`src/rtl/core/lfrb_ram.sv`:
```
`default_nettype none

module lfrb_ram #(
    parameter int DEPTH  = 16,
    parameter int WIDTH  = 8,
    parameter int ADDR_W = $clog2(DEPTH)
) (
    input  wire logic              clk,
    input  wire logic              wr_en,
    input  wire logic [ADDR_W-1:0] wr_addr,
    input  wire logic [WIDTH-1:0]  wr_data,
    input  wire logic              rd_en,
    input  wire logic [ADDR_W-1:0] rd_addr,
    output logic      [WIDTH-1:0]  rd_data
);

    logic [WIDTH-1:0] mem [DEPTH];
    logic [WIDTH-1:0] rd_data_reg;

    always_ff @(posedge clk)
    begin
        if (wr_en)
        begin
            mem[wr_addr] <= wr_data;
        end
        if (rd_en)
        begin
            rd_data_reg <= mem[rd_addr];
        end
    end

    assign rd_data = rd_data_reg;

endmodule

`default_nettype wire

```
`config.mk`:
```
export PLATFORM = sky130hd
export DESIGN_NAME = lfrb_ram
export DESIGN_NICKNAME = d
export VERILOG_FILES = /design/src/rtl/core/lfrb_ram.sv
export SDC_FILE = /design/constraint.sdc
export NUM_CORES = 1
export LEC_CHECK = 0
export ABC_AREA = 1
export BUFFER_PORTS_ARGS = -buffer_cell sky130_fd_sc_hd__buf_2
export CAP_MARGIN = 20
export CORE_ASPECT_RATIO = 0.7
export CORE_MARGIN = 4
export CORE_UTILIZATION = 54
export CTS_BUF_LIST = sky130_fd_sc_hd__clkbuf_16
export CTS_CLUSTER_SIZE = 30
export DETAILED_ROUTE_END_ITERATION = 6
export PLACE_DENSITY = 0.74
export SYNTH_ARGS = -nofsm -noshare
export SYNTH_HDL_FRONTEND = slang
export SYNTH_SLANG_ARGS = --single-unit
```
`constraint.sdc`:
```
create_clock -name clk -period 1.2 [get_ports clk]
set_clock_uncertainty 0.05 [all_clocks]
set_input_delay 0.24 -clock clk [delete_from_list [all_inputs] [get_ports clk]]
set_output_delay 0.24 -clock clk [all_outputs]
set_load 0.01 [all_outputs]
```
# Word-level counts from Yosys, hierarchy flattened
# Memories as Yosys holds them, arrays and structs flattened. A register that Yosys moved wholly into a read port is not among the register bits.
# Cells that the tools add are included.
# classes
n_addsub	0
div	0
n_bitwise	0
n_mul	0
n_reduce_logical	0
eq_ne	0
order_cmp	0
muxes	2
n_shift	0
# ops
op	count
2-to-1 mux 1 bit	2
# word_totals
rom_bits	0
regBits	0
mem_bits_rw	128
word_cells	3
memories	1
latchBits	0
# mem_list
memory	words	width	rd	rd_ports_with_merged_regs	wr	line	text
mem	16	8	1	1	1	17	logic [WIDTH-1:0] mem [DEPTH];

# Depth between registers and ports, before layout
# depth
word_depth	2
mapped_depth	8
depth_no_buf	7

# Worst setup path after synthesis
# No wires, ideal clock.
# synth_path
path_kind	input to register
from	in wr_addr[3]
to	mem mem[4][0], enable pin
cell_stages	2
slack_ps	-41
arrival_ps	821
cell_sequence	nand3b_1 > nor2_1
# synth_lines
item	line	text
start: declaration	10	input wire logic [ADDR_W-1:0] wr_addr,
end: declaration	17	
# Straight into the memory's write port.

# Final worst setup path
# layout_path
from	reg rd_data_reg[3] (netlist: rd_data[3]), read port of mem
to	out rd_data[3]
# layout_lines
item	line	text
start: declaration	18	logic [WIDTH-1:0] rd_data_reg;
end: declaration	14	output logic [WIDTH-1:0] rd_data
# No word-level cell between the ends.

==> results.ini <==
[status]
status=finished with violations
violations=negative setup slack

[setup_path]
critical_path_peak_fanout=1
critical_path_class=register to primary output
path_delay_family=flip-flops
slowest_stage=edfxtp_1
path_cells=buf_2
endpoint_kind=primary output
path_buf_inv=1
startpoint_type=register
r2r.worst_path.cells=6
critical_path_required_ns=0.91
cp.arrival_ns=0.99
crit_cells=1
max_stage_delay_ns=0.41

[synth]
syn_nets=570
syn_avg_cell_area_um2=10.6
syn-instance-count=551
yosysSeqAreaShare=0.698
yosys_register_bits=136
yosysUniqueCellTypes=11
synth_area_um2=5850
yosys_warnings=0

[sta]
max_freq_ghz=0.783
tightest_slew_ns=0.411
rsz0062_at_grt=yes
min_period_over_period=1.06
min_period_ns=1.28
drv_slew=0
slew_headroom=0.726
setup_ws_ns=-0.0768
hold_viol_final=0
finalSetupViolations=8

[power_and_ir_drop]
ir_drop_mv=1.24
cellPowerDensity_nw_per_um2=1590
p_total_w=0.0111
cellLeakagePower_nw=3.07

[worst_hold_path]
hold_class=primary input to register
hold_depth=1

[clocking]
post_cts_buffers=0
cts_tree=built
htree_levels=4
cts_root_buf=clkbuf_16
clkTransAtPathRegs_ns=0.06
cts_buffers=17
clock_path_buffers=2
cts_sinks=136
clk_latency_ns=0.42

[placement]
hpwl_um=8530
place_area_um2=6330
port_buffers=26
dp.cells=722
gp_congestion=0.832

[drt]
routedWlPerCell_um=18.0
drc=0
vias_per_cell=5.36
antenna_left=0
drtIter0Drc=559
vias=4040
first_pass_iters=5
drt-total-wl_um=13600

[grt]
grt_pass1_wl_um=20600
antenna_found_initial=0
grt_overflow=0
grt_pass1_vias=3785
grt_max_degree=58
grt_usage=0.226

[floorplan]
rows=31
io_pins=27
initial_core_util=0.558
die_w_um=132
dieArea_um2=12600
core-area_um2=10500
dieHeight_um=95.1

[finish]
num_antenna_cells=0
nets=628
final_common_cell=nand2_1
final_cell_mix=nand2_1, edfxtp_1, inv_1
stdcell_area_um2=6990
drive_above_1_share=0.180
final_cells=754
area_growth_pct=19.6
largest_reg_flops=128
fin_util=0.668

[flow_run]
cap_violations=0

kinds of logic after synthesis:
family,Yosys count,share of synthesized area
AND/OR/NAND/NOR,289,0.208
flip-flops,136,0.698
buffers and inverters,126,0.0939
what timing repair did:
item                       4_1_cts  5_1_grt
pin swaps                        0        8
hold buffers                     0        0
resized for setup                0       20
setup endpoints to repair        8       15
layout make-up:
class / count / area (um^2)
well taps: 132 / 165
multi-input cells: 289 / 1310
clock buffers: 17 / 425
flip-flops and latches: 136 / 4080
inverters: 102 / 383
fillers: 758 / 3480
repair buffers: 63 / 483
clock inverters: 15 / 144
power breakdown:
| part | internal, W | switching, W |
|---|---|---|
| Sequential | 0.00536 | 0.0000305 |
| Combinational | 0.000247 | 0.000494 |
| Clock | 0.00319 | 0.00182 |
| Total | 0.00879 | 0.00235 |
synth_stat cells (all sizes together):
library cell | instances | area share
nand3b | 2 | 0.0026
nand2 | 173 | 0.11
edfxtp | 136 | 0.70
buf | 24 | 0.028
nand3 | 97 | 0.083
nor2 | 17 | 0.011
inv | 102 | 0.065
stage by stage:
step | TNS [ns] | hold WS [ns] | setup WS, ns
5_1_grt | -0.594 | 0.134 | -0.112
3_5_place_dp | -9.64 | 0.569 | -0.279
2_1_floorplan | -3.28 | 0.289 | -0.0408
4_1_cts | -0.388 | 0.134 | -0.0810
3_3_place_gp | -6.53 | 0.565 | -0.255
6_report | -0.292 | 0.136 | -0.0768
path summary, 6_finish.rpt:
kind                                      startpoint              endpoint  slack, ns
worst max-delay path            rd_data[3]$_DFFE_PP_            rd_data[3]      -0.08
worst min-delay path                           rd_en  rd_data[6]$_DFFE_PP_       0.14
worst max register to register   mem[0][6]$_DFFE_PP_  rd_data[6]$_DFFE_PP_       0.03
worst min register to register  mem[10][6]$_DFFE_PP_  rd_data[6]$_DFFE_PP_       0.70
per-layer routing:
metal / GRT usage / share of wire / wire length [um]
met1: 0.328 / 0.45 / 6080
met2: 0.327 / 0.44 / 5950
met3: 0.0691 / 0.098 / 1330
met4: 0.0779 / 0.015 / 201
met5: 0 / 0 / 0
Power figures use the tool's default switching activity.
