--- src/rtl/core/lfrb_pkg.sv ---
`default_nettype none

package lfrb_pkg;

    localparam int RING_DEPTH = 4096;
    localparam int PTR_W      = $clog2(RING_DEPTH);
    localparam int CNT_W      = PTR_W + 1;
    localparam int HDR_BYTES  = 4;
    localparam int HDR_IDX_W  = $clog2(HDR_BYTES);
    localparam int HDR_CNT_W  = $clog2(HDR_BYTES + 1);
    localparam int BYTE_W     = 8;
    localparam int LEN_W      = HDR_BYTES * BYTE_W;
    localparam int OUT_CNT_W  = 12;
    localparam int STATUS_W   = 3;

    typedef logic [PTR_W-1:0] ptr_t;

    localparam ptr_t PTR_LAST = PTR_W'(RING_DEPTH - 1);
    localparam logic [LEN_W-1:0] LEN_MAX = LEN_W'(RING_DEPTH - 1 - HDR_BYTES);

    typedef enum logic
    {
        OP_PUSH = 1'b0,
        OP_PULL = 1'b1
    } op_t;

    typedef enum logic [STATUS_W-1:0]
    {
        ST_PUSHED   = 3'd0,
        ST_GIVEN    = 3'd1,
        ST_NOFRAME  = 3'd2,
        ST_DROPPED  = 3'd3,
        ST_OVERSIZE = 3'd4
    } status_t;

    // Result of one item as it leaves the issue stage
    typedef struct packed
    {
        status_t status;
        logic    give;
        logic    last;
        ptr_t    used;
    } result_t;

    function automatic ptr_t ptr_inc(input ptr_t p);
        ptr_t r;
        if (p == PTR_LAST)
        begin
            r = '0;
        end
        else
        begin
            r = p + PTR_W'(1);
        end
        return r;
    endfunction

    function automatic ptr_t ptr_add(input ptr_t p, input logic [HDR_CNT_W-1:0] k);
        logic [CNT_W-1:0] s;
        logic [CNT_W-1:0] r;
        s = CNT_W'(p) + CNT_W'(k);
        if (s >= CNT_W'(RING_DEPTH))
        begin
            r = s - CNT_W'(RING_DEPTH);
        end
        else
        begin
            r = s;
        end
        return r[PTR_W-1:0];
    endfunction

    function automatic ptr_t ring_used(input ptr_t tail, input ptr_t head);
        logic [CNT_W-1:0] d;
        if (tail >= head)
        begin
            d = CNT_W'(tail) - CNT_W'(head);
        end
        else
        begin
            d = CNT_W'(tail) + CNT_W'(RING_DEPTH) - CNT_W'(head);
        end
        return d[PTR_W-1:0];
    endfunction

endpackage

`default_nettype wire

--- src/rtl/core/lfrb_out.sv ---
`default_nettype none

module lfrb_out (
    input  wire logic                           clk,
    input  wire logic                           rst_n,
    input  wire logic                           issue,
    input  wire lfrb_pkg::result_t              res,
    input  wire logic [lfrb_pkg::BYTE_W-1:0]    rd_data,
    output logic                                pipe_ready,
    output logic                                rd_busy,
    output logic                                out_valid,
    input  wire logic                           out_ready,
    output lfrb_pkg::status_t                   status,
    output logic [lfrb_pkg::BYTE_W-1:0]         data_byte,
    output logic                                last_byte,
    output logic [lfrb_pkg::OUT_CNT_W-1:0]      used_count,
    output logic [lfrb_pkg::OUT_CNT_W-1:0]      free_space
);

    logic              s1_valid_reg;
    lfrb_pkg::result_t s1_res_reg;
    logic              out_valid_reg;
    lfrb_pkg::status_t status_reg;
    logic [lfrb_pkg::BYTE_W-1:0]    data_reg;
    logic                           last_reg;
    logic [lfrb_pkg::OUT_CNT_W-1:0] used_reg;
    logic [lfrb_pkg::OUT_CNT_W-1:0] free_reg;
    logic out_free;
    lfrb_pkg::ptr_t free_ptr;

    assign out_free   = !out_valid_reg || out_ready;
    assign pipe_ready = !s1_valid_reg || out_free;
    // Read data belongs to the item in this stage until it moves on
    assign rd_busy    = s1_valid_reg && s1_res_reg.give;
    assign free_ptr   = lfrb_pkg::PTR_LAST - s1_res_reg.used;

    always_ff @(posedge clk or negedge rst_n)
    begin
        if (!rst_n)
        begin
            s1_valid_reg  <= 1'b0;
            out_valid_reg <= 1'b0;
        end
        else
        begin
            if (pipe_ready)
            begin
                s1_valid_reg <= issue;
            end
            if (out_free)
            begin
                out_valid_reg <= s1_valid_reg;
            end
        end
    end

    always_ff @(posedge clk)
    begin
        if (issue && pipe_ready)
        begin
            s1_res_reg <= res;
        end
        if (s1_valid_reg && out_free)
        begin
            status_reg <= s1_res_reg.status;
            data_reg   <= s1_res_reg.give ? rd_data : '0;
            last_reg   <= s1_res_reg.last;
            used_reg   <= lfrb_pkg::OUT_CNT_W'(s1_res_reg.used);
            free_reg   <= lfrb_pkg::OUT_CNT_W'(free_ptr);
        end
    end

    assign out_valid  = out_valid_reg;
    assign status     = status_reg;
    assign data_byte  = data_reg;
    assign last_byte  = last_reg;
    assign used_count = used_reg;
    assign free_space = free_reg;

endmodule

`default_nettype wire

--- config.mk ---
export PLATFORM = sky130hd
export DESIGN_NAME = lfrb_out
export DESIGN_NICKNAME = d
export VERILOG_FILES = /design/src/rtl/core/lfrb_pkg.sv /design/src/rtl/core/lfrb_out.sv
export SDC_FILE = /design/constraint.sdc
export NUM_CORES = 1
export LEC_CHECK = 0
export BUFFER_PORTS_ARGS = -buffer_cell sky130_fd_sc_hd__buf_2
export CELL_PAD_IN_SITES_DETAIL_PLACEMENT = 2
export CELL_PAD_IN_SITES_GLOBAL_PLACEMENT = 2
export CORE_ASPECT_RATIO = 0.6
export CORE_MARGIN = 1.5
export CORE_UTILIZATION = 36
export CTS_CLUSTER_SIZE = 10
export DETAILED_ROUTE_END_ITERATION = 6
export MAX_ROUTING_LAYER = met4
export PLACE_DENSITY_LB_ADDON = 0.08
export SLEW_MARGIN = 20
export SYNTH_ARGS = -nofsm -noshare
export SYNTH_HDL_FRONTEND = slang
export SYNTH_SLANG_ARGS = --single-unit
--- constraint.sdc ---
create_clock -name clk -period 3.3 [get_ports clk]
set_input_delay 0.66 -clock clk [delete_from_list [all_inputs] [get_ports clk]]
set_output_delay 0.66 -clock clk [all_outputs]
set_load 0.01 [all_outputs]
# After elaboration in Yosys (flattened, before gate mapping)
# Index checks and enable logic that the tools add are counted.
[op_classes] addsub=1 n_reduce_logical=7
[op_table] op="12-bit subtractor (first input constant)" count=1
[op_table] op="1-bit logical AND" count=3
[op_table] op="1-bit zero test" count=2
[op_table] op="1-bit logical OR" count=2
[totals] regBits=55 inputBits=29 out_inout_bits=39 wordCells=19

# Logic depth before layout (Yosys ltp)
# Gate-level depths: netlist of run 1.
[logic_depth] depth_word=4 depth_mapped=2 mapped_depth_nobuf=2

# Worst setup path before layout of run 1
# OpenSTA, ideal clock, no wires.
[synth_timing] kind="input to register" from="in out_ready" to="reg data_reg, in the netlist data_byte[0], enable pin" arrival_ps=1654 slack_ps=1249 path_stages=2 n_path_buf=0 path_cell_list="nand2b_1 > and2_1"
[synth_between] elab_chain_len=2
[synth_rtl] item="start: declaration" line="lfrb_out.sv:12" source="input wire logic out_ready,"
[synth_rtl] item="1-bit logical OR" line="lfrb_out.sv:31" source="assign out_free = !out_valid_reg || out_ready;"
[synth_rtl] item="1-bit logical AND" line="lfrb_out.sv:63" source="if (s1_valid_reg && out_free)"
[synth_rtl] item="end signal: assignment" line="lfrb_out.sv:66" source="data_reg <= s1_res_reg.give ? rd_data : '0;"
[synth_rtl] item="end: declaration" line="lfrb_out.sv:24" source="logic [lfrb_pkg::BYTE_W-1:0] data_reg;"
# Every way passes these cells.
# A chain may end at the register's enable or synchronous reset.

# Final worst setup path of run 1
[layout_timing] from="reg s1_res_reg[13] (netlist bit)" to="out rd_busy"
[layout_between] elab_chain_len=1
[layout_rtl] item="start: declaration" line="lfrb_out.sv:21" source="lfrb_pkg::result_t s1_res_reg;"
[layout_rtl] item="start signal: assignment" line="lfrb_out.sv:61" source="s1_res_reg <= res;"
[layout_rtl] item="1-bit logical AND" line="lfrb_out.sv:34" source="assign rd_busy = s1_valid_reg && s1_res_reg.give;"
[layout_rtl] item="end: declaration" line="lfrb_out.sv:10" source="output logic rd_busy,"
# Every way passes these cells.

==> results.cfg, run 1 <==
[final_layout]
fin_area_um2 = 2320
ff_latch_area_um2 = 1640
num_antenna_cells = 0
largest_reg_flops = 17
fill_cells = 441
drive_above_1_share = 0.497
multi_input_area_um2 = 113
area_growth_pct = 29.1
fin_nets = 185
final_util = 0.496

[clock_tree]
cts_sinks = 55
clock-root-buffer = clkbuf_8
cts_resized = 0
ctsHtreeMaxLevel = 2
clock_latency_ns = 0.30
cts_hold_buf = 0
numCtsBuffers = 5
tritoncts = yes
clkTransAtPathRegs_ns = 0.08
post_cts_buffers = 0
cts_buffer_depth = 2

[timing]
slew_viol_final = 0
fmax_mhz = 540
final_hold_viol_count = 0
setup-violations-final = 0
tns_ns = 0
worstMarginPinSlew_ns = 0.851
fin_ws_ns = 1.45
period_needed_ns = 1.85
final.period_utilization = 0.562
fin_skew_ns = 0.00604
slew_headroom = 0.433
rsz0062_at_grt = no

[worst_setup_path]
cp-start-kind = flop
cp.required_ns = 2.64
end_kind = primary output
cp-startpoint = s1_res_reg[13]$_DFFE_PP_
reg2reg_setup_slack_ns = 1.66
worstPathArrival_ns = 1.19
cp_max_fo = 9
crit_type = reg -> out
r2r_cells = 2
r2r-start = out_valid$_DFFE_PN0P_
timing.rr.end = data_byte[3]$_SDFFCE_PN0P_

[placement]
port-buffer-count = 67
place_congestion = 0.607
dp_hpwl_um = 2690
placed_area_um2 = 2210
place_ws_ns = 1.28

[global_route]
grt_overflow = 0
antenna_found_initial = 0
grt_max_degree = 37
grt_pass1_wl_um = 5780
grt.total_usage = 0.156
grt_pass1_vias = 1055

[synthesis]
synth_commonest_cells = edfxtp_1, inv_1, and2_1
synthSimpleGateAreaFrac = 0.0619
synth_compound_area_frac = 0
muxShareOfSynthArea = 0
avgSynthCellArea_um2 = 21.9
synth_fa_ha_area_frac = 0
ys_ff_latch = 55
ys_seq_area_frac = 0.913
yosys_most_used_dff = edfxtp_1
ys_warn_count = 0
async_flop_share = 0.0364
synthDistinctLibCells = 8
synth_top_area_share = 0.885
synth_xor_area_frac = 0
syn_nets = 111
synth_area_um2 = 1800
synth_cells = 82
synth_top_family_by_area = simple AND/OR/NAND/NOR gates
synth_area_leaders = edfxtp_1, and2_1, dfrtp_1
synth_most_common_cell = edfxtp_1
synth_edf_count = 53
synth_top_area_cell = edfxtp_1

[routing]
drtPass1Iterations = 3
vias = 931
route.detailed.drc = 0
wl_um = 3680
drtIter0Drc = 25
vias_per_cell = 4.23
routedWlPerCell_um = 16.7
ant_nets = 0

[floorplanning]
die_h_um = 57.7
die_x_um = 94.2
initial_utilization = 0.384
rows = 19
coreArea_um2 = 4680
io_pins = 68
dieArea_um2 = 5440

[status]
outcome = completed

[power]
vdd_drop_max_uv = 286
p_leak_nw = 0.969
finalPower_w = 0.00138
power.density_nw_per_um2 = 595

[worst_hold_path]
hold_class = in -> async

[run]
maxCapViolCount = 0
-- area by class of cell --
type                            instances  area share
Clock buffer                            5      0.0296
Inverter                               12      0.0194
Clock inverter                          3      0.0167
Tap cell                               63      0.0340
Multi-Input combinational cell         15      0.0485
Timing Repair Buffer                   67       0.144
Sequential cell                        55       0.707
-- cells in the final DEF (no fill, tap or decap), drive strengths merged --
cell type and n:
nand2b 3, buf 67, bufinv 1, dfrtp 2, nand3b 1, clkinv 2, edfxtp 53, clkbuf 5
inv 12, and2 11
-- worst max path at each step --
stage                                       to  cells past startpoint
floorplan           data_byte[0]$_SDFFCE_PN0P_                      2
global placement       free_space[4]$_DFFE_PP_                      3
detailed placement     free_space[4]$_DFFE_PP_                      3
CTS                                    rd_busy                      2
global route                           rd_busy                      2
finish                                 rd_busy                      2
-- logic make-up (layout without fill, tap and decap cells) --
family | Yosys count | count (layout)
buf+inv | 12 | 87
flops | 55 | 55
simple gates | 15 | 15
-- power breakdown --
part / internal [W] / switching [W] / leakage (nW)
registers: 0.000827 / 0.0000195 / 0.533
logic: 0.0000431 / 0.0000650 / 0.381
clock network: 0.000222 / 0.000203 / 0.0556
total: 0.00109 / 0.000287 / 0.969
-- routing by layer --
| layer | GRT usage | vias up | wire [um] | part of all wire |
|---|---|---|---|---|
| met4 | 0.0384 | 0 | 13 | 0.0035 |
| met3 | 0.0564 | 2 | 235 | 0.064 |
| met1 | 0.177 | 455 | 1490 | 0.41 |
| met5 | - | - | 0 | 0 |
| li1 | - | 438 | - | - |
| met2 | 0.265 | 36 | 1940 | 0.53 |
-- worst max-delay path, cell delays in order, from the launching register on --
cell,delay [ns]
edfxtp_1,0.52
and2_2,0.25
buf_2,0.13
-- metrics by stage --
stage | hold slack (ns) | instances
floorplan | 0.364 | 82
global placement | 0.400 | 212
detailed placement | 0.412 | 212
CTS | 0.122 | 220
global route | 0.104 | 220
finish | 0.134 | 220
No activity file was read; power rests on OpenSTA's default activity.
==> run 2, diff against run 1 <==
Settings changed: ABC_AREA from default to 1, CORE_UTILIZATION 36 to 29.
Clock period 3.3 ns to 1.5 ns, I/O delays scaled along.
==> results.cfg, run 2 <==
[status]
outcome = completed

[global_route]
grt_pass1_wl_um = 5590
grt_overflow = 0
grt_max_degree = 37
grt.total_usage = 0.117
antenna_found_initial = 0
grt_pass1_vias = 1077

[routing]
wl_um = 3630
vias_per_cell = 3.82
top_layer = met4
met2_length_um = 1770
ant_nets = 0
vias = 994
route.detailed.drc = 0
routedWlPerCell_um = 14.0
drtIter0Drc = 23
routed-wl-met3_um = 245
met1Wirelength_um = 1590
drtPass1Iterations = 4

[timing]
fin_skew_ns = 0.00824
fin_ws_ns = 0.152
rsz0062_at_grt = no
slew_viol_final = 0
final.period_utilization = 0.899
worstMarginPinSlew_ns = 0.376
slew_headroom = 0.749
period_needed_ns = 1.35
fin_hold_ws_ns = 0.170
final_hold_viol_count = 0
fmax_mhz = 742
setup-violations-final = 0

[placement]
dp_hpwl_um = 2710
placed_area_um2 = 2290
port-buffer-count = 67
place_congestion = 0.630
place_ws_ns = 0.00693

[clock_tree]
tritoncts = yes
ctsHtreeMaxLevel = 2
clock_latency_ns = 0.30
clkTransAtPathRegs_ns = 0.10
cts_buffer_depth = 2
cts_sinks = 55
numCtsBuffers = 5
clock-root-buffer = clkbuf_8

[floorplanning]
die_x_um = 105
io_pins = 68
coreArea_um2 = 6060
rows = 22
dieArea_um2 = 6730
initial_utilization = 0.298
die_h_um = 64.1

[worst_setup_path]
crit_type = reg -> out
cp_max_fo = 5
end_kind = primary output
cp-start-kind = flop
cp.required_ns = 1.20
worstPathArrival_ns = 1.05

[final_layout]
mostFrequentLayoutCell = buf_2
drive_above_1_share = 0.466
fin_nets = 204
final_cell_mix = buf_2, edfxtp_1, inv_1
area_growth_pct = 32.9
largest_reg_flops = 17
num_antenna_cells = 0
fin_area_um2 = 2400

[synthesis]
synth_top_area_share = 0.881
synthDistinctLibCells = 7
avgSynthCellArea_um2 = 18.8
synth_cells = 96
ys_seq_area_frac = 0.909
synth_commonest_cells = edfxtp_1, inv_1, nand2_1
yosys_most_used_dff = edfxtp_1
ys_warn_count = 0
synth_most_common_cell = edfxtp_1
synth_edf_count = 53
synth_area_um2 = 1810
synth_area_leaders = edfxtp_1, inv_1, dfrtp_1
syn_nets = 125
ys_ff_latch = 55
synth_top_area_cell = edfxtp_1
async_flop_share = 0.0364

[run]
maxCapViolCount = 0

[power]
power.density_nw_per_um2 = 1210
vdd_drop_max_uv = 357
p_leak_nw = 1.06

[worst_hold_path]
hold_class = in -> reg
-- run 2: cell count changes in the layout (fill, tap and decap cells not counted), moves of 2 or more --
cell,previous run,this run
nand2_1,0,13
inv_1,12,24
and2_1,8,0
buf_4,0,4
nand2b_1,3,0
and2_2,2,0
-- run 2: repair_timing --
item	in CTS	in global routing
gates resized for setup	0	1
setup endpoints to repair	0	18
buffers inserted	0	2
endpoints found under the hold margin	2	0
hold buffers	1	0
-- run 2: final timing paths --
| path | from | depth (start not counted) | to | slack [ns] |
|---|---|---|---|---|
| max | s1_res_reg[13]$_DFFE_PP_ | 3 | rd_busy | 0.15 |
| min | res[5] | 1 | s1_res_reg[5]$_DFFE_PP_ | 0.17 |
| max reg2reg | s1_valid_reg$_DFFE_PN0P_ | 3 | s1_res_reg[11]$_DFFE_PP_ | 0.18 |
| min reg2reg | s1_res_reg[16]$_DFFE_PP_ | 0 | status[2]$_DFFE_PP_ | 0.43 |
| max in group asynchronous | rst_n | 2 | out_valid$_DFFE_PN0P_ | 1.09 |
| min in group asynchronous | rst_n | 2 | out_valid$_DFFE_PN0P_ | 0.31 |
-- run 2: kinds of logic (layout without fill, tap and decap cells) --
logic type             Yosys count  after routing  synth area share
DFF                             55             55             0.909
AOI/OAI and AO/OA                1              1           0.00277
and+or+nand+nor                 14             14            0.0326
buffers and inverters           26            106            0.0561
-- run 2: final cells by class --
| class | instances | area (um2) |
|---|---|---|
| timing repair buffer | 73 | 395 |
| fill | 636 | 3650 |
| multi-input combinational | 15 | 75.1 |
| inverter | 25 | 97.6 |
| tap | 84 | 105 |
| sequential | 55 | 1640 |
| clock inverter | 2 | 12.5 |
| clock buffer | 6 | 72.6 |
-- run 2: per-stage QoR --
stage / power, W / setup TNS, ns / std cells / utilization
after floorplan: 0.00200 / -0.231 / 96 / -
after global placement: 0.00214 / 0 / 249 / 0.378
after detailed placement: 0.00216 / 0 / 249 / 0.378
after CTS: 0.00294 / 0 / 258 / 0.393
after global routing: 0.00303 / 0 / 260 / 0.396
final: 0.00290 / 0 / 260 / 0.396
-- run 2: per-layer routing --
metal / GRT usage / up-vias
li1: - / 474
met1: 0.139 / 477
met2: 0.190 / 38
met3: 0.0429 / 5
met4: 0.0308 / 0
met5: - / -
-- run 2: power by group --
group          leakage, nW  total, W  internal [W]  switching [W]
Sequential           0.532   0.00186       0.00182      0.0000369
Clock               0.0428  0.000779      0.000328       0.000451
Combinational        0.486  0.000269      0.000109       0.000160
Total                 1.06   0.00290       0.00225       0.000648
-- run 2: worst max-delay path, stage by stage (launching register included) --
cell	delay, ns
edfxtp_1	0.49
nand2_1	0.11
inv_1	0.04
buf_2	0.13
