$ cat config.mk
export PLATFORM = sky130hd
export DESIGN_NAME = lfrb_ctrl
export DESIGN_NICKNAME = d
export VERILOG_FILES = /design/src/rtl/core/lfrb_pkg.sv /design/src/rtl/core/lfrb_ctrl.sv
export SDC_FILE = /design/constraint.sdc
export NUM_CORES = 1
export LEC_CHECK = 0
export BUFFER_PORTS_ARGS = -buffer_cell sky130_fd_sc_hd__buf_2
export CORE_MARGIN = 2
export CORE_UTILIZATION = 59
export DETAILED_ROUTE_END_ITERATION = 16
export GPL_TIMING_DRIVEN = 0
export HOLD_SLACK_MARGIN = 0.12
export PLACE_DENSITY_LB_ADDON = 0.05
export SKIP_CTS_REPAIR_TIMING = 1
export SYNTH_ARGS = -nofsm -noshare
export SYNTH_HDL_FRONTEND = slang
export SYNTH_SLANG_ARGS = --single-unit
$ cat constraint.sdc
create_clock -name clk -period 5.15 [get_ports clk]
set_input_delay 0.515 -clock clk [delete_from_list [all_inputs] [get_ports clk]]
set_output_delay 0.515 -clock clk [all_outputs]
set_load 0.01 [all_outputs]
$ cat src/rtl/core/lfrb_pkg.sv
`default_nettype none

package lfrb_pkg;

    localparam int RING_DEPTH = 4096;
    localparam int PTR_W      = $clog2(RING_DEPTH);
    localparam int CNT_W      = PTR_W + 1;
    localparam int HDR_BYTES  = 4;
    localparam int HDR_IDX_W  = $clog2(HDR_BYTES);
    localparam int HDR_CNT_W  = $clog2(HDR_BYTES + 1);
    localparam int BYTE_W     = 8;
    localparam int LEN_W      = HDR_BYTES * BYTE_W;
    localparam int OUT_CNT_W  = 12;
    localparam int STATUS_W   = 3;

    typedef logic [PTR_W-1:0] ptr_t;

    localparam ptr_t PTR_LAST = PTR_W'(RING_DEPTH - 1);
    localparam logic [LEN_W-1:0] LEN_MAX = LEN_W'(RING_DEPTH - 1 - HDR_BYTES);

    typedef enum logic
    {
        OP_PUSH = 1'b0,
        OP_PULL = 1'b1
    } op_t;

    typedef enum logic [STATUS_W-1:0]
    {
        ST_PUSHED   = 3'd0,
        ST_GIVEN    = 3'd1,
        ST_NOFRAME  = 3'd2,
        ST_DROPPED  = 3'd3,
        ST_OVERSIZE = 3'd4
    } status_t;

    // Result of one item as it leaves the issue stage
    typedef struct packed
    {
        status_t status;
        logic    give;
        logic    last;
        ptr_t    used;
    } result_t;

    function automatic ptr_t ptr_inc(input ptr_t p);
        ptr_t r;
        if (p == PTR_LAST)
        begin
            r = '0;
        end
        else
        begin
            r = p + PTR_W'(1);
        end
        return r;
    endfunction

    function automatic ptr_t ptr_add(input ptr_t p, input logic [HDR_CNT_W-1:0] k);
        logic [CNT_W-1:0] s;
        logic [CNT_W-1:0] r;
        s = CNT_W'(p) + CNT_W'(k);
        if (s >= CNT_W'(RING_DEPTH))
        begin
            r = s - CNT_W'(RING_DEPTH);
        end
        else
        begin
            r = s;
        end
        return r[PTR_W-1:0];
    endfunction

    function automatic ptr_t ring_used(input ptr_t tail, input ptr_t head);
        logic [CNT_W-1:0] d;
        if (tail >= head)
        begin
            d = CNT_W'(tail) - CNT_W'(head);
        end
        else
        begin
            d = CNT_W'(tail) + CNT_W'(RING_DEPTH) - CNT_W'(head);
        end
        return d[PTR_W-1:0];
    endfunction

endpackage

`default_nettype wire

$ cat src/rtl/core/lfrb_ctrl.sv
`default_nettype none

module lfrb_ctrl (
    input  wire logic                         clk,
    input  wire logic                         rst_n,
    input  wire logic                         in_valid,
    output logic                              in_ready,
    input  wire lfrb_pkg::op_t                op,
    input  wire logic [lfrb_pkg::BYTE_W-1:0]  in_byte,
    input  wire logic                         pipe_ready,
    input  wire logic                         rd_busy,
    output logic                              issue,
    output lfrb_pkg::result_t                 res,
    output logic                              wr_en,
    output lfrb_pkg::ptr_t                    wr_addr,
    output logic [lfrb_pkg::BYTE_W-1:0]       wr_data,
    output logic                              rd_en,
    output lfrb_pkg::ptr_t                    rd_addr,
    input  wire logic [lfrb_pkg::BYTE_W-1:0]  rd_data
);

    lfrb_pkg::ptr_t head_reg, head_next;
    lfrb_pkg::ptr_t tail_reg, tail_next;
    lfrb_pkg::ptr_t left_reg, left_next;
    logic [lfrb_pkg::HDR_CNT_W-1:0] hdr_cnt_reg, hdr_cnt_next;
    logic pf_pend_reg, pf_pend_next;
    logic [lfrb_pkg::BYTE_W-1:0] hdr_reg [lfrb_pkg::HDR_BYTES];

    lfrb_pkg::ptr_t used;
    lfrb_pkg::ptr_t need;
    logic [lfrb_pkg::LEN_W-1:0] frame_len;
    logic hdr_full;
    logic hdr_wait;
    logic give;
    logic pf_issue;

    assign used     = lfrb_pkg::ring_used(tail_reg, head_reg);
    assign hdr_full = (hdr_cnt_reg == lfrb_pkg::HDR_CNT_W'(lfrb_pkg::HDR_BYTES));

    // Length prefix is big-endian: first header byte is most significant
    always_comb
    begin
        for (int i = 0; i < lfrb_pkg::HDR_BYTES; i++)
        begin
            frame_len[lfrb_pkg::LEN_W-1-i*lfrb_pkg::BYTE_W -: lfrb_pkg::BYTE_W] = hdr_reg[i];
        end
    end

    assign need = lfrb_pkg::PTR_W'(frame_len) + lfrb_pkg::PTR_W'(lfrb_pkg::HDR_BYTES);

    // Hold a pull that must look at a header not yet fetched
    assign hdr_wait = (op == lfrb_pkg::OP_PULL) && (left_reg == '0)
                   && (used >= lfrb_pkg::PTR_W'(lfrb_pkg::HDR_BYTES)) && !hdr_full;
    assign in_ready = pipe_ready && !hdr_wait;
    assign issue    = in_valid && in_ready;

    // Background header fetch, one byte at a time, while no frame is released
    assign pf_issue = (left_reg == '0) && !hdr_full && !pf_pend_reg && !rd_busy
                   && (lfrb_pkg::PTR_W'(hdr_cnt_reg) < used);

    always_comb
    begin
        head_next    = head_reg;
        tail_next    = tail_reg;
        left_next    = left_reg;
        hdr_cnt_next = hdr_cnt_reg;
        pf_pend_next = pf_issue;
        give         = 1'b0;
        wr_en        = 1'b0;
        wr_addr      = tail_reg;
        wr_data      = in_byte;
        res.status   = lfrb_pkg::ST_NOFRAME;
        res.give     = 1'b0;
        res.last     = 1'b0;
        res.used     = used;

        if (pf_pend_reg)
        begin
            hdr_cnt_next = hdr_cnt_reg + lfrb_pkg::HDR_CNT_W'(1);
        end

        unique case (op)
            lfrb_pkg::OP_PUSH:
            begin
                if (used >= lfrb_pkg::PTR_LAST)
                begin
                    res.status = lfrb_pkg::ST_DROPPED;
                end
                else
                begin
                    res.status = lfrb_pkg::ST_PUSHED;
                    res.used   = used + lfrb_pkg::PTR_W'(1);
                    wr_en      = issue;
                    if (issue)
                    begin
                        tail_next = lfrb_pkg::ptr_inc(tail_reg);
                    end
                end
            end
            lfrb_pkg::OP_PULL:
            begin
                priority if (left_reg != '0)
                begin
                    give      = 1'b1;
                    left_next = left_reg - lfrb_pkg::PTR_W'(1);
                end
                else if (used < lfrb_pkg::PTR_W'(lfrb_pkg::HDR_BYTES))
                begin
                    res.status = lfrb_pkg::ST_NOFRAME;
                end
                else if (frame_len > lfrb_pkg::LEN_MAX)
                begin
                    res.status = lfrb_pkg::ST_OVERSIZE;
                end
                else if (used < need)
                begin
                    res.status = lfrb_pkg::ST_NOFRAME;
                end
                else
                begin
                    // Release the frame; header cache refills after its last byte
                    give         = 1'b1;
                    left_next    = need - lfrb_pkg::PTR_W'(1);
                    hdr_cnt_next = '0;
                end
                if (give)
                begin
                    res.status = lfrb_pkg::ST_GIVEN;
                    res.give   = 1'b1;
                    res.last   = (left_next == '0);
                    res.used   = used - lfrb_pkg::PTR_W'(1);
                    if (issue)
                    begin
                        head_next = lfrb_pkg::ptr_inc(head_reg);
                    end
                end
            end
            default:
            begin
                res.status = lfrb_pkg::ST_NOFRAME;
            end
        endcase

        if (!issue)
        begin
            left_next = left_reg;
            if (!pf_pend_reg)
            begin
                hdr_cnt_next = hdr_cnt_reg;
            end
            else
            begin
                hdr_cnt_next = hdr_cnt_reg + lfrb_pkg::HDR_CNT_W'(1);
            end
        end
    end

    assign rd_en   = (issue && give) || pf_issue;
    assign rd_addr = (issue && give) ? head_reg : lfrb_pkg::ptr_add(head_reg, hdr_cnt_reg);

    always_ff @(posedge clk or negedge rst_n)
    begin
        if (!rst_n)
        begin
            head_reg    <= '0;
            tail_reg    <= '0;
            left_reg    <= '0;
            hdr_cnt_reg <= '0;
            pf_pend_reg <= 1'b0;
        end
        else
        begin
            head_reg    <= head_next;
            tail_reg    <= tail_next;
            left_reg    <= left_next;
            hdr_cnt_reg <= hdr_cnt_next;
            pf_pend_reg <= pf_pend_next;
        end
    end

    always_ff @(posedge clk)
    begin
        if (pf_pend_reg)
        begin
            hdr_reg[hdr_cnt_reg[lfrb_pkg::HDR_IDX_W-1:0]] <= rd_data;
        end
    end

endmodule

`default_nettype wire

# Word-level counts from Yosys, hierarchy flattened

Memory sizes are Yosys's and may differ from the RTL's.
Index checks and enable logic that the tools add are counted.

Bits in writable memories: 32
Output and inout port bits: 53
Logic and storage cells: 89
Input port bits: 22
Memories: 1
Register bits: 40

Mux-type cells: 36
Bitwise logic cells: 2
Eq/ne operators: 3
Reduce and logical (&&, ||, !) cells: 21
Order comparisons: 8
Add/subtract/negate cells: 13

Memories:

| name    | depth | bits a word | read ports | clocked after Yosys merged registers in | write ports | line            | source |
|---|---|---|---|---|---|---|---|
| hdr_reg | 4     | 8           | 4          | 0                                       | 1           | lfrb_ctrl.sv:27 | `logic [lfrb_pkg::BYTE_W-1:0] hdr_reg [lfrb_pkg::HDR_BYTES];` |

Operators with widths:

| kind                    | count |
|---|---|
| $mux W12                | 11 |
| $add A12 B1 Y12 const B | 4 |
| $sub A12 B1 Y12 const B | 4 |
| $gt A32 B12 Y1 const B  | 1 |
| $mux W3                 | 10 |
| $eq A12 B12 Y1 const B  | 2 |
| $logic_not A12 Y1       | 2 |
| $pmux W12 S2            | 1 |
| $sub A12 B12 Y12        | 2 |
| $mux W17                | 1 |
| $add A12 B3 Y13         | 1 |
| $ge A13 B13 Y1 const B  | 1 |
| $add A12 B3 Y12 const B | 1 |
| $ge A12 B12 Y1          | 1 |
| $ge A12 B12 Y1 const B  | 1 |
| $ge A12 B3 Y1 const B   | 1 |
| $lt A12 B12 Y1          | 1 |
| $lt A12 B3 Y1 const B   | 1 |
| $lt A3 B12 Y1           | 1 |
| $reduce_bool A12 Y1     | 1 |
| $logic_and A1 B1 Y1     | 10 |
| $mux W1                 | 10 |
| $pmux W3 S2             | 1 |
| $reduce_and A3 Y1       | 2 |
| 7 further kinds         | 12 |

# Longest topological paths before layout

Gate-level depths: netlist of run 1.

Depth after elaboration: 12
Mapped depth: 20
Depth with buffers taken out: 20

# Worst setup path before layout of run 1

OpenSTA, ideal clock, no wires.

Path type: flip-flop to output port
Start: register tail_reg[0], in the netlist wr_addr[0]
End: output res[12] (netlist bit)
Path buffers: 0
Data required time: 4.635 ns
Setup slack: 0.632 ns
Arrival time: 4.003 ns
Cell stages (with the launch flop): 19
Path through: dfrtp_1 inv_1 ha_1 inv_1 fa_1 a21o_1 and4_1 nor3_1 or2_2 inv_1 ha_1 nor2b_1 o21ai_0 a21oi_1 o31ai_2 a211oi_1 a31o_1 a221o_1 a2111oi_2

RTL lines:

| element                | line             | source |
|---|---|---|
| start, declared        | lfrb_ctrl.sv:23  | `lfrb_pkg::ptr_t tail_reg, tail_next;` |
| start signal, assigned | lfrb_ctrl.sv:174 | `tail_reg <= tail_next;` |
| end, declared          | lfrb_ctrl.sv:13  | `output lfrb_pkg::result_t res,` |

# Worst setup path after layout of run 1

Start: register tail_reg[0], in the netlist wr_addr[0]
End: output rd_addr[9]

Cells in the longest elaborated chain, start to end: 12
Elaborated cells on any way between the ends: 21
Classes of those cells: add/sub (3); order compare (4); mux (8); reduce/logical (6)

Ends and longest elaborated chain:

| element                 | line             | source |
|---|---|---|
| $add A12 B1 Y12         | lfrb_pkg.sv:81   | `d = CNT_W'(tail) + CNT_W'(RING_DEPTH) - CNT_W'(head);` |
| $sub A12 B12 Y12        | lfrb_pkg.sv:81   |  |
| $mux W12 (*)            | lfrb_pkg.sv:75   | `if (tail >= head)` |
| $lt A12 B12 Y1          | lfrb_ctrl.sv:115 | `else if (used < need)` |
| $mux W1                 | lfrb_ctrl.sv:115 |  |
| $mux W1                 | lfrb_ctrl.sv:111 | `else if (frame_len > lfrb_pkg::LEN_MAX)` |
| $mux W1                 | lfrb_ctrl.sv:107 | `else if (used < lfrb_pkg::PTR_W'(lfrb_pkg::HDR_BYTES))` |
| $mux W1                 | lfrb_ctrl.sv:102 | `priority if (left_reg != '0)` |
| $mux W1 (2 in series)   | lfrb_ctrl.sv:82  | `unique case (op)` |
| $logic_and A1 B1 Y1 (*) | lfrb_ctrl.sv:159 | `assign rd_addr = (issue && give) ? head_reg : lfrb_pkg::ptr_add(head_reg, hdr_cnt_reg);` |
| $mux W12 (*)            | lfrb_ctrl.sv:159 |  |
| end, declared           | lfrb_ctrl.sv:18  | `output lfrb_pkg::ptr_t rd_addr,` |

Every way passes the cells marked *; elsewhere a longest branch is shown, timed or not. The select of a mux whose other input is x is not followed.

==> results.cfg, run 1 <==
[grt]
grt_antenna_before_repair = 0
grt.overflow.total = 0
first_global_vias = 4985
grt_pass1_wl_um = 24900
grt_max_degree = 41
grt_usage_pct = 28.7

[sta]
worst_pin_slew_ns = 1.01
clock_skew_ns = 0.0101
clock.fmax_mhz = 201
hold_violations = 0
holdWs_ns = 0.305
timing.final.max_slew_violations = 0
period_minus_slack_ns = 4.98
post-route-period-util_pct = 96.6
maxSlewHeadroom_pct = 31.8
setup_viol = 0
finalSetupTns_ns = 0
worst_slack_ns = 0.173

[logic_synthesis]
synth.ff_latch_count = 72
synthSimpleGateAreaFrac_pct = 22.2
synth-xor-area-share_pct = 8.80
synth-edff-count = 32
ys_types = 74
synth-adder-area-share_pct = 9.63
synth.top_cell.area_share_pct = 17.0
synth_compound_area_share_pct = 19.7
async_flop_share_pct = 55.6
synth.net_count = 735
synth_area_leaders = dfrtp_1 17%, edfxtp_1 16%, ha_1 8.9%
synthMuxAreaShare_pct = 1.04
postSynthAreaPerCell_um2 = 8.78
synth_ff_type = dfrtp_1
synth.yosys.seq_area_share_pct = 33.4
post-synth-top-count-cell = nand2_1
netlist_area_mm2 = 0.00587
post_synth_inst_count = 669
synthTopCellsByCount = 60 x nand2_1, 43 x nor2_1, 43 x xnor2_1
synth_top_cell_by_area = dfrtp_1
synth_top_family_by_area = simple AND/OR/NAND/NOR gates
yosys_warnings = 0

[critical_path]
arrival_ns = 4.46
cp_common_cell = inv_2
critPathBufInv = 5
reg2reg_depth = 15
cp.depth = 21
critPathMaxFanout = 10
worstPathCellList = inv_2 > ha_4 > inv_2 > fa_2 > a21o_1 > nand4_1 > a21boi_1 > or2_4 > inv_2 > ha_4 > nand4_1 > nor2_1 > a21oi_1 > a21oi_2 > o31ai_4 > nor3_2 > a21o_1 > buf_6 > nor4_2 > xnor2_1 > buf_2
cp-end-kind = output port
cp_top_family = compound AO/OA/AOI/OAI gates
criticalPathCategory = reg -> out
max_stage_delay_ns = 0.45
critPathSlowestCell = dfrtp_2
required_ns = 4.64
cp-start-kind = flip-flop

[clocking]
cts_buffers = 9
cts_tree = done
insertion_delay_ns = 0.37
cts_buffer_depth = 2
clk_pin_slew_ns = 0.09
clock-sinks = 72
htree_num_levels = 3
cts_root_buf = clkbuf_8

[route]
antenna_left = 0
drc = 0
finalWirelength_um = 16400
viasPerCell = 6.20
drt_iter0_drc = 496
dr.pass1.iters = 7
wl_per_cell_um = 17.9
vias = 5702

[power]
pwr-share-clk_pct = 15.6
switching_share_pct = 44.5
seq_power_share_pct = 26.1
cellInternalPower_mw = 1.71
ir_worst_vdd_mv = 0.346
combinationalPowerShare_pct = 58.3
report.power.total_mw = 3.08
leakagePower_nw = 2.87
p_switching_mw = 1.37
power_density_mw_per_mm2 = 425

[placed_design]
place_area_mm2 = 0.00637
place_congestion = 0.923
port-buffer-count = 65
placed_cells = 867
dp_hpwl_um = 11800
place_ws_ns = -0.430

[floorplan]
fp-row-count = 36
die_y_um = 104
pin_count = 75
core_area_mm2 = 0.00973
die_x_um = 104
start_util_pct = 60.4
fp.dieArea_mm2 = 0.0108

[cells_and_area]
drive_gt1_share_pct = 27.4
fin_cells = 919
largest_reg_flops = 32
nets = 847
final_area_mm2 = 0.00724
area_growth_pct = 23.3
diodes = 0
fill_cells = 723
fin_util_pct = 74.5

[worst_hold_path]
hp-class = in -> async

[outcome]
status = finished, final reports clean

[flow_run]
cap_violations = 0
cells in the final DEF (no fill, tap or decap), types with 9 or more instances in the layout:
master,n
dfrtp_1,31
xnor2_1,41
o211ai_1,10
o31ai_1,10
nor2_1,43
o21ai_0,38
xor2_1,15
buf_4,49
inv_2,10
nor3_1,27
nor4_1,10
buf_2,68
clkbuf_8,9
a21oi_1,26
edfxtp_1,32
inv_1,31
ha_1,33
nand3_1,32
or3_1,9
nand2_1,60
nand4_1,12
dfrtp_2,9
a21o_1,9
power groups by stage:
stage	registers [mW]	clock network [mW]	logic [mW]
5_1_grt	0.820	0.512	1.92
4_1_cts	0.796	0.489	1.39
3_5_place_dp	0.806	0	1.37
6_report	0.803	0.481	1.79
2_1_floorplan	0.783	0	0.989
3_3_place_gp	0.801	0	1.34
routing by layer:
layer	vias to the layer above	global-route usage, %	part of all wire, %
met3	29	5.35	8.5
met5	-	0	0
met4	0	5.89	1.3
met1	2712	42.6	44
met2	274	44.0	47
li1	2687	-	-
final cells by class:
type / count / area, µm² / share of cell area (%)
tap: 133 / 166 / 2.30
inverter: 43 / 166 / 2.30
timing repair buffer: 104 / 618 / 8.53
clock inverter: 7 / 85.1 / 1.17
buffer: 22 / 148 / 2.04
sequential: 72 / 1970 / 27.2
multi-input combinational: 529 / 3960 / 54.7
clock buffer: 9 / 124 / 1.71
logic make-up (layout without fill, tap and decap cells):
kind of cell	count (synthesis)	count (layout)
compound gates	168	168
xor+xnor	59	59
fa+ha+maj	44	44
buf+inv	68	185
flops	72	72
mux	6	6
simple gates	252	252
worst paths after layout:
path                       startpoint             to  slack (ns)
max                        wr_addr[0]     rd_addr[9]        0.17
min                             rst_n     wr_addr[8]        0.31
max reg2reg                wr_addr[0]    left_reg[0]        1.10
min reg2reg                wr_addr[6]     wr_addr[6]        0.52
max in group asynchronous       rst_n    head_reg[1]        4.15
min in group clk           rd_data[0]  hdr_reg[0][0]        0.38
No activity file was read; power rests on OpenSTA's default activity.
==> inputs of run 2 (changes only) <==
--- a/config.mk
+++ b/config.mk
@@ -13,5 +13,5 @@
 export HOLD_SLACK_MARGIN = 0.12
 export PLACE_DENSITY_LB_ADDON = 0.05
-export SKIP_CTS_REPAIR_TIMING = 1
+export RECOVER_POWER = 25
 export SYNTH_ARGS = -nofsm -noshare
 export SYNTH_HDL_FRONTEND = slang
==> constraint.sdc (replaced) <==
create_clock -name clk -period 5.15 [get_ports clk]
set_input_delay 1.03 -clock clk [delete_from_list [all_inputs] [get_ports clk]]
set_output_delay 1.03 -clock clk [all_outputs]
set_load 0.01 [all_outputs]
==> results.cfg, run 2 (synthesized netlist as in run 1, its figures left out) <==
[outcome]
status = finished with violations
violations = negative setup slack

[worst_hold_path]
hp-class = reg -> reg

[cells_and_area]
layout_commonest_cell = buf_4
largest_reg_flops = 32
fin_util_pct = 80.2
area_growth_pct = 32.8
fin_cells = 960
drive_gt1_share_pct = 33.6
fill_cells = 607
nets = 888
final_cell_mix = 81 x buf_4, 59 x nand2_1, 58 x buf_2
diodes = 0

[power]
p_switching_mw = 1.48
seq_power_share_pct = 24.4
ir_worst_vdd_mv = 0.369
report.power.total_mw = 3.27
switching_share_pct = 45.4
leakagePower_nw = 3.12
power_density_mw_per_mm2 = 419
pwr-share-clk_pct = 14.8
cellInternalPower_mw = 1.79
combinationalPowerShare_pct = 60.8

[clocking]
cts_root_buf = clkbuf_8
cts_hold_buffers = 0
insertion_delay_ns = 0.36
cts_tree = done
htree_num_levels = 3
cts_buffers = 9
clk_pin_slew_ns = 0.09
clock-sinks = 72
cts_buffer_depth = 2

[sta]
worst_slack_ns = -0.428
finalSetupTns_ns = -4.48
period_minus_slack_ns = 5.58
timing.final.max_slew_violations = 0
maxSlewHeadroom_pct = 33.5
setup_viol = 28
rsz0062_at_grt = true
post-route-period-util_pct = 108
hold_violations = 0
clock_skew_ns = 0.0116
holdWs_ns = 0.522
worst_pin_slew_ns = 0.998
clock.fmax_mhz = 179

[grt]
grt.overflow.total = 0
grt_use_met3_pct = 7.87
use_met1_pct = 43.9
top_usage_layer = met2
grt_pass1_wl_um = 27600
grt_usage_pct = 31.8
grt_util_met2_pct = 50.2
grt_max_degree = 41
grt_antenna_before_repair = 0
first_global_vias = 5493

[route]
antenna_left = 0
vias = 6089
wl_per_cell_um = 19.3
finalWirelength_um = 18500
viasPerCell = 6.34
drc = 0
dr.pass1.iters = 9
drt_iter0_drc = 573

[floorplan]
core_area_mm2 = 0.00973
start_util_pct = 60.4
die_y_um = 104
fp-row-count = 36
fp.dieArea_mm2 = 0.0108
pin_count = 75
die_x_um = 104

[critical_path]
critPathMaxFanout = 4
cp_top_family = simple AND/OR/NAND/NOR gates
critPathSlowestCell = or4_1
cp-start-kind = flip-flop
arrival_ns = 4.55
criticalPathCategory = reg -> out
cp-end-kind = output port
required_ns = 4.12
worstPathCellList = inv_2 > ha_4 > inv_2 > fa_2 > a21o_1 > and4_4 > nor3_4 > or2_4 > inv_4 > ha_4 > nand4_1 > nor2_1 > a21oi_2 > a21oi_2 > o31ai_4 > buf_6 > buf_12 > a21oi_4 > o211ai_1 > or4_1 > a32oi_1 > buf_2
max_stage_delay_ns = 0.46
critPathBufInv = 6

[flow_run]
cap_violations = 0

[placed_design]
port-buffer-count = 65
dp_hpwl_um = 11800
place_congestion = 0.923
placed_cells = 867
==> run 2: final timing paths <==
path                       startpoint              to  slack, ns  cells past startpoint
max                        wr_addr[0]          res[9]      -0.43                     22
min                        wr_addr[6]      wr_addr[6]       0.52                      1
max reg2reg                wr_addr[0]  hdr_cnt_reg[0]       0.69                     23
min reg2reg                wr_addr[6]      wr_addr[6]       0.52                      1
max in group asynchronous       rst_n     head_reg[9]       3.63                      1
min in group asynchronous       rst_n      wr_addr[8]       0.81                      1
==> run 2: power groups by stage <==
stage          Clock [mW]  Sequential [mW]  Combinational (mW)
2_1_floorplan           0            0.783               0.989
3_3_place_gp            0            0.801                1.34
3_5_place_dp            0            0.806                1.37
4_1_cts             0.489            0.789                1.65
5_1_grt             0.513            0.809                2.12
6_report            0.482            0.799                1.99
==> run 2: stage by stage <==
| stage | setup WS, ns | instance area [µm²] |
|---|---|---|
| 3_3_place_gp | -0.879 | 6370 |
| 4_1_cts | -0.200 | 7220 |
| 2_1_floorplan | 0.117 | 5870 |
| 6_report | -0.428 | 7800 |
| 3_5_place_dp | -0.945 | 6370 |
| 5_1_grt | -0.550 | 7800 |
==> run 2: timing repair <==
action / CTS / global route
cloned: 1 / 0
setup endpoints to repair: 29 / 31
gates resized for setup: 86 / 69
setup buffers: 42 / 40
pin swaps: 39 / 50
==> run 2: layout make-up <==
cell class | instances | area [µm²] | share of cell area, %
buffer | 22 | 168 | 2.15
clock buffer | 9 | 124 | 1.59
clock inverter | 7 | 85.1 | 1.09
inverter | 43 | 171 | 2.20
multi-input combinational | 529 | 4140 | 53.1
sequential | 72 | 1970 | 25.3
tap | 133 | 166 | 2.13
timing repair buffer | 145 | 968 | 12.4
==> run 2: routing by layer <==
layer  wire length [µm]  share of wire [%]
met2               8790                 47
met5                  0                  0
met1               7570                 41
met4                495                2.7
met3               1680                9.1
==> inputs of run 3 (changes only) <==
- RECOVER_POWER: 25 -> default
- TNS_END_PERCENT: default -> 50
==> results.cfg, run 3 (synthesized netlist as in run 1, its figures left out) <==
[critical_path]
arrival_ns = 4.43
critPathMaxFanout = 5
required_ns = 4.12
cp-end-kind = output port
cp-start-kind = flip-flop
criticalPathCategory = reg -> out

[route]
antenna_left = 0
drt_iter0_drc = 502
wl_per_cell_um = 19.0
finalWirelength_um = 18000
vias = 5988
drc = 0
dr.pass1.iters = 6
viasPerCell = 6.34

[power]
leakagePower_nw = 3.05
ir_worst_vdd_mv = 0.371
power_density_mw_per_mm2 = 426

[placed_design]
dp_hpwl_um = 11800
place_ws_ns = -0.945
place_congestion = 0.923
port-buffer-count = 65

[floorplan]
core_area_mm2 = 0.00973
die_y_um = 104
fp.dieArea_mm2 = 0.0108
start_util_pct = 60.4
pin_count = 75
fp-row-count = 36
die_x_um = 104

[cells_and_area]
area_growth_pct = 29.5
largest_reg_flops = 32
regArea_mm2 = 0.00197
fill_cells = 655
layout_commonest_cell = buf_4
final_cell_mix = 70 x buf_4, 67 x buf_2, 60 x nand2_1
diodes = 0
nets = 873
drive_gt1_share_pct = 32.0
multi_input_area_mm2 = 0.00409

[sta]
worst_slack_ns = -0.309
holdWs_ns = 0.523
timing.final.max_slew_violations = 0
worst_pin_slew_ns = 0.998
setup_viol = 19
clock.fmax_mhz = 183
rsz0062_at_grt = true
clock_skew_ns = 0.0112
maxSlewHeadroom_pct = 33.5
post-route-period-util_pct = 106
hold_violations = 0
period_minus_slack_ns = 5.46

[clocking]
clk_pin_slew_ns = 0.09
cts_root_buf = clkbuf_8
cts_buffers = 9
htree_num_levels = 3
cts_tree = done
cts_hold_buffers = 0
cts_buffer_depth = 2
insertion_delay_ns = 0.37
clock-sinks = 72

[grt]
grt_max_degree = 41
grt.overflow.total = 0
first_global_vias = 5481
grt_antenna_before_repair = 0
grt_pass1_wl_um = 27400
grt_usage_pct = 31.6

[worst_hold_path]
hp-class = reg -> reg

[outcome]
status = finished with violations
violations = negative setup slack

[flow_run]
cap_violations = 0
==> run 3: worst paths after layout <==
check,from,end,slack [ns],cells after the start
setup / recovery,wr_addr[0],res[9],-0.31,21
hold / removal,wr_addr[8],wr_addr[8],0.52,1
setup reg to reg,wr_addr[0],hdr_cnt_reg[0],0.93,22
hold reg to reg,wr_addr[8],wr_addr[8],0.52,1
max in group asynchronous,rst_n,head_reg[9],3.65,1
min in group asynchronous,rst_n,wr_addr[8],0.81,1
==> run 3: what timing repair did <==
item,4_1_cts,5_1_grt
buffers inserted,41,26
pin swaps,39,41
gates cloned,1,0
resized for setup,87,51
setup endpoints to repair,29,31
==> run 3: worst max-delay path: stages (launching register included) <==
cell	delay, ns
dfrtp_2	0.43
inv_2	0.08
ha_4	0.15
inv_2	0.04
fa_2	0.33
a21o_1	0.20
and4_4	0.19
nor3_4	0.20
or2_4	0.17
inv_4	0.04
ha_4	0.26
nand4_1	0.08
nor2_1	0.14
a21oi_2	0.08
a21oi_2	0.19
o31ai_4	0.09
buf_6	0.18
a21oi_2	0.16
o211ai_1	0.17
or4_1	0.46
a32oi_1	0.24
buf_2	0.17
==> run 3: area by class of cell <==
type                            count  share of cell area, %
Buffer                             22                   2.11
Clock buffer                        9                   1.63
Clock inverter                      7                   1.12
Inverter                           43                   2.22
Multi-Input combinational cell    529                   53.8
Sequential cell                    72                   25.9
Tap cell                          133                   2.19
Timing Repair Buffer              130                   11.0
==> run 3: report_power, final <==
group	switching (mW)	total (mW)	internal, mW	leakage (nW)
sequential	0.116	0.792	0.676	0.770
clock	0.249	0.482	0.234	0.100
combinational	1.10	1.96	0.865	2.18
==> run 3: per-layer routing <==
metal,vias up,GRT usage (%),part of all wire [%]
met5,-,0,0
met4,0,9.07,2.6
met3,50,7.17,9.6
met2,330,49.2,46
met1,2874,44.3,41
li1,2734,-,-
==> run 3: per-stage QoR <==
| stage | instance area (µm²) | std cells | utilization [%] | setup TNS, ns | total power [mW] |
|---|---|---|---|---|---|
| floorplan | 5870 | 669 | - | 0 | 1.77 |
| global placement | 6370 | 867 | 65.4 | -16.33 | 2.14 |
| detailed placement | 6370 | 867 | 65.4 | -17.57 | 2.18 |
| CTS | 7220 | 921 | 74.2 | -0.512 | 2.93 |
| global route | 7610 | 945 | 78.2 | -5.27 | 3.41 |
| finish | 7610 | 945 | 78.2 | -2.04 | 3.24 |
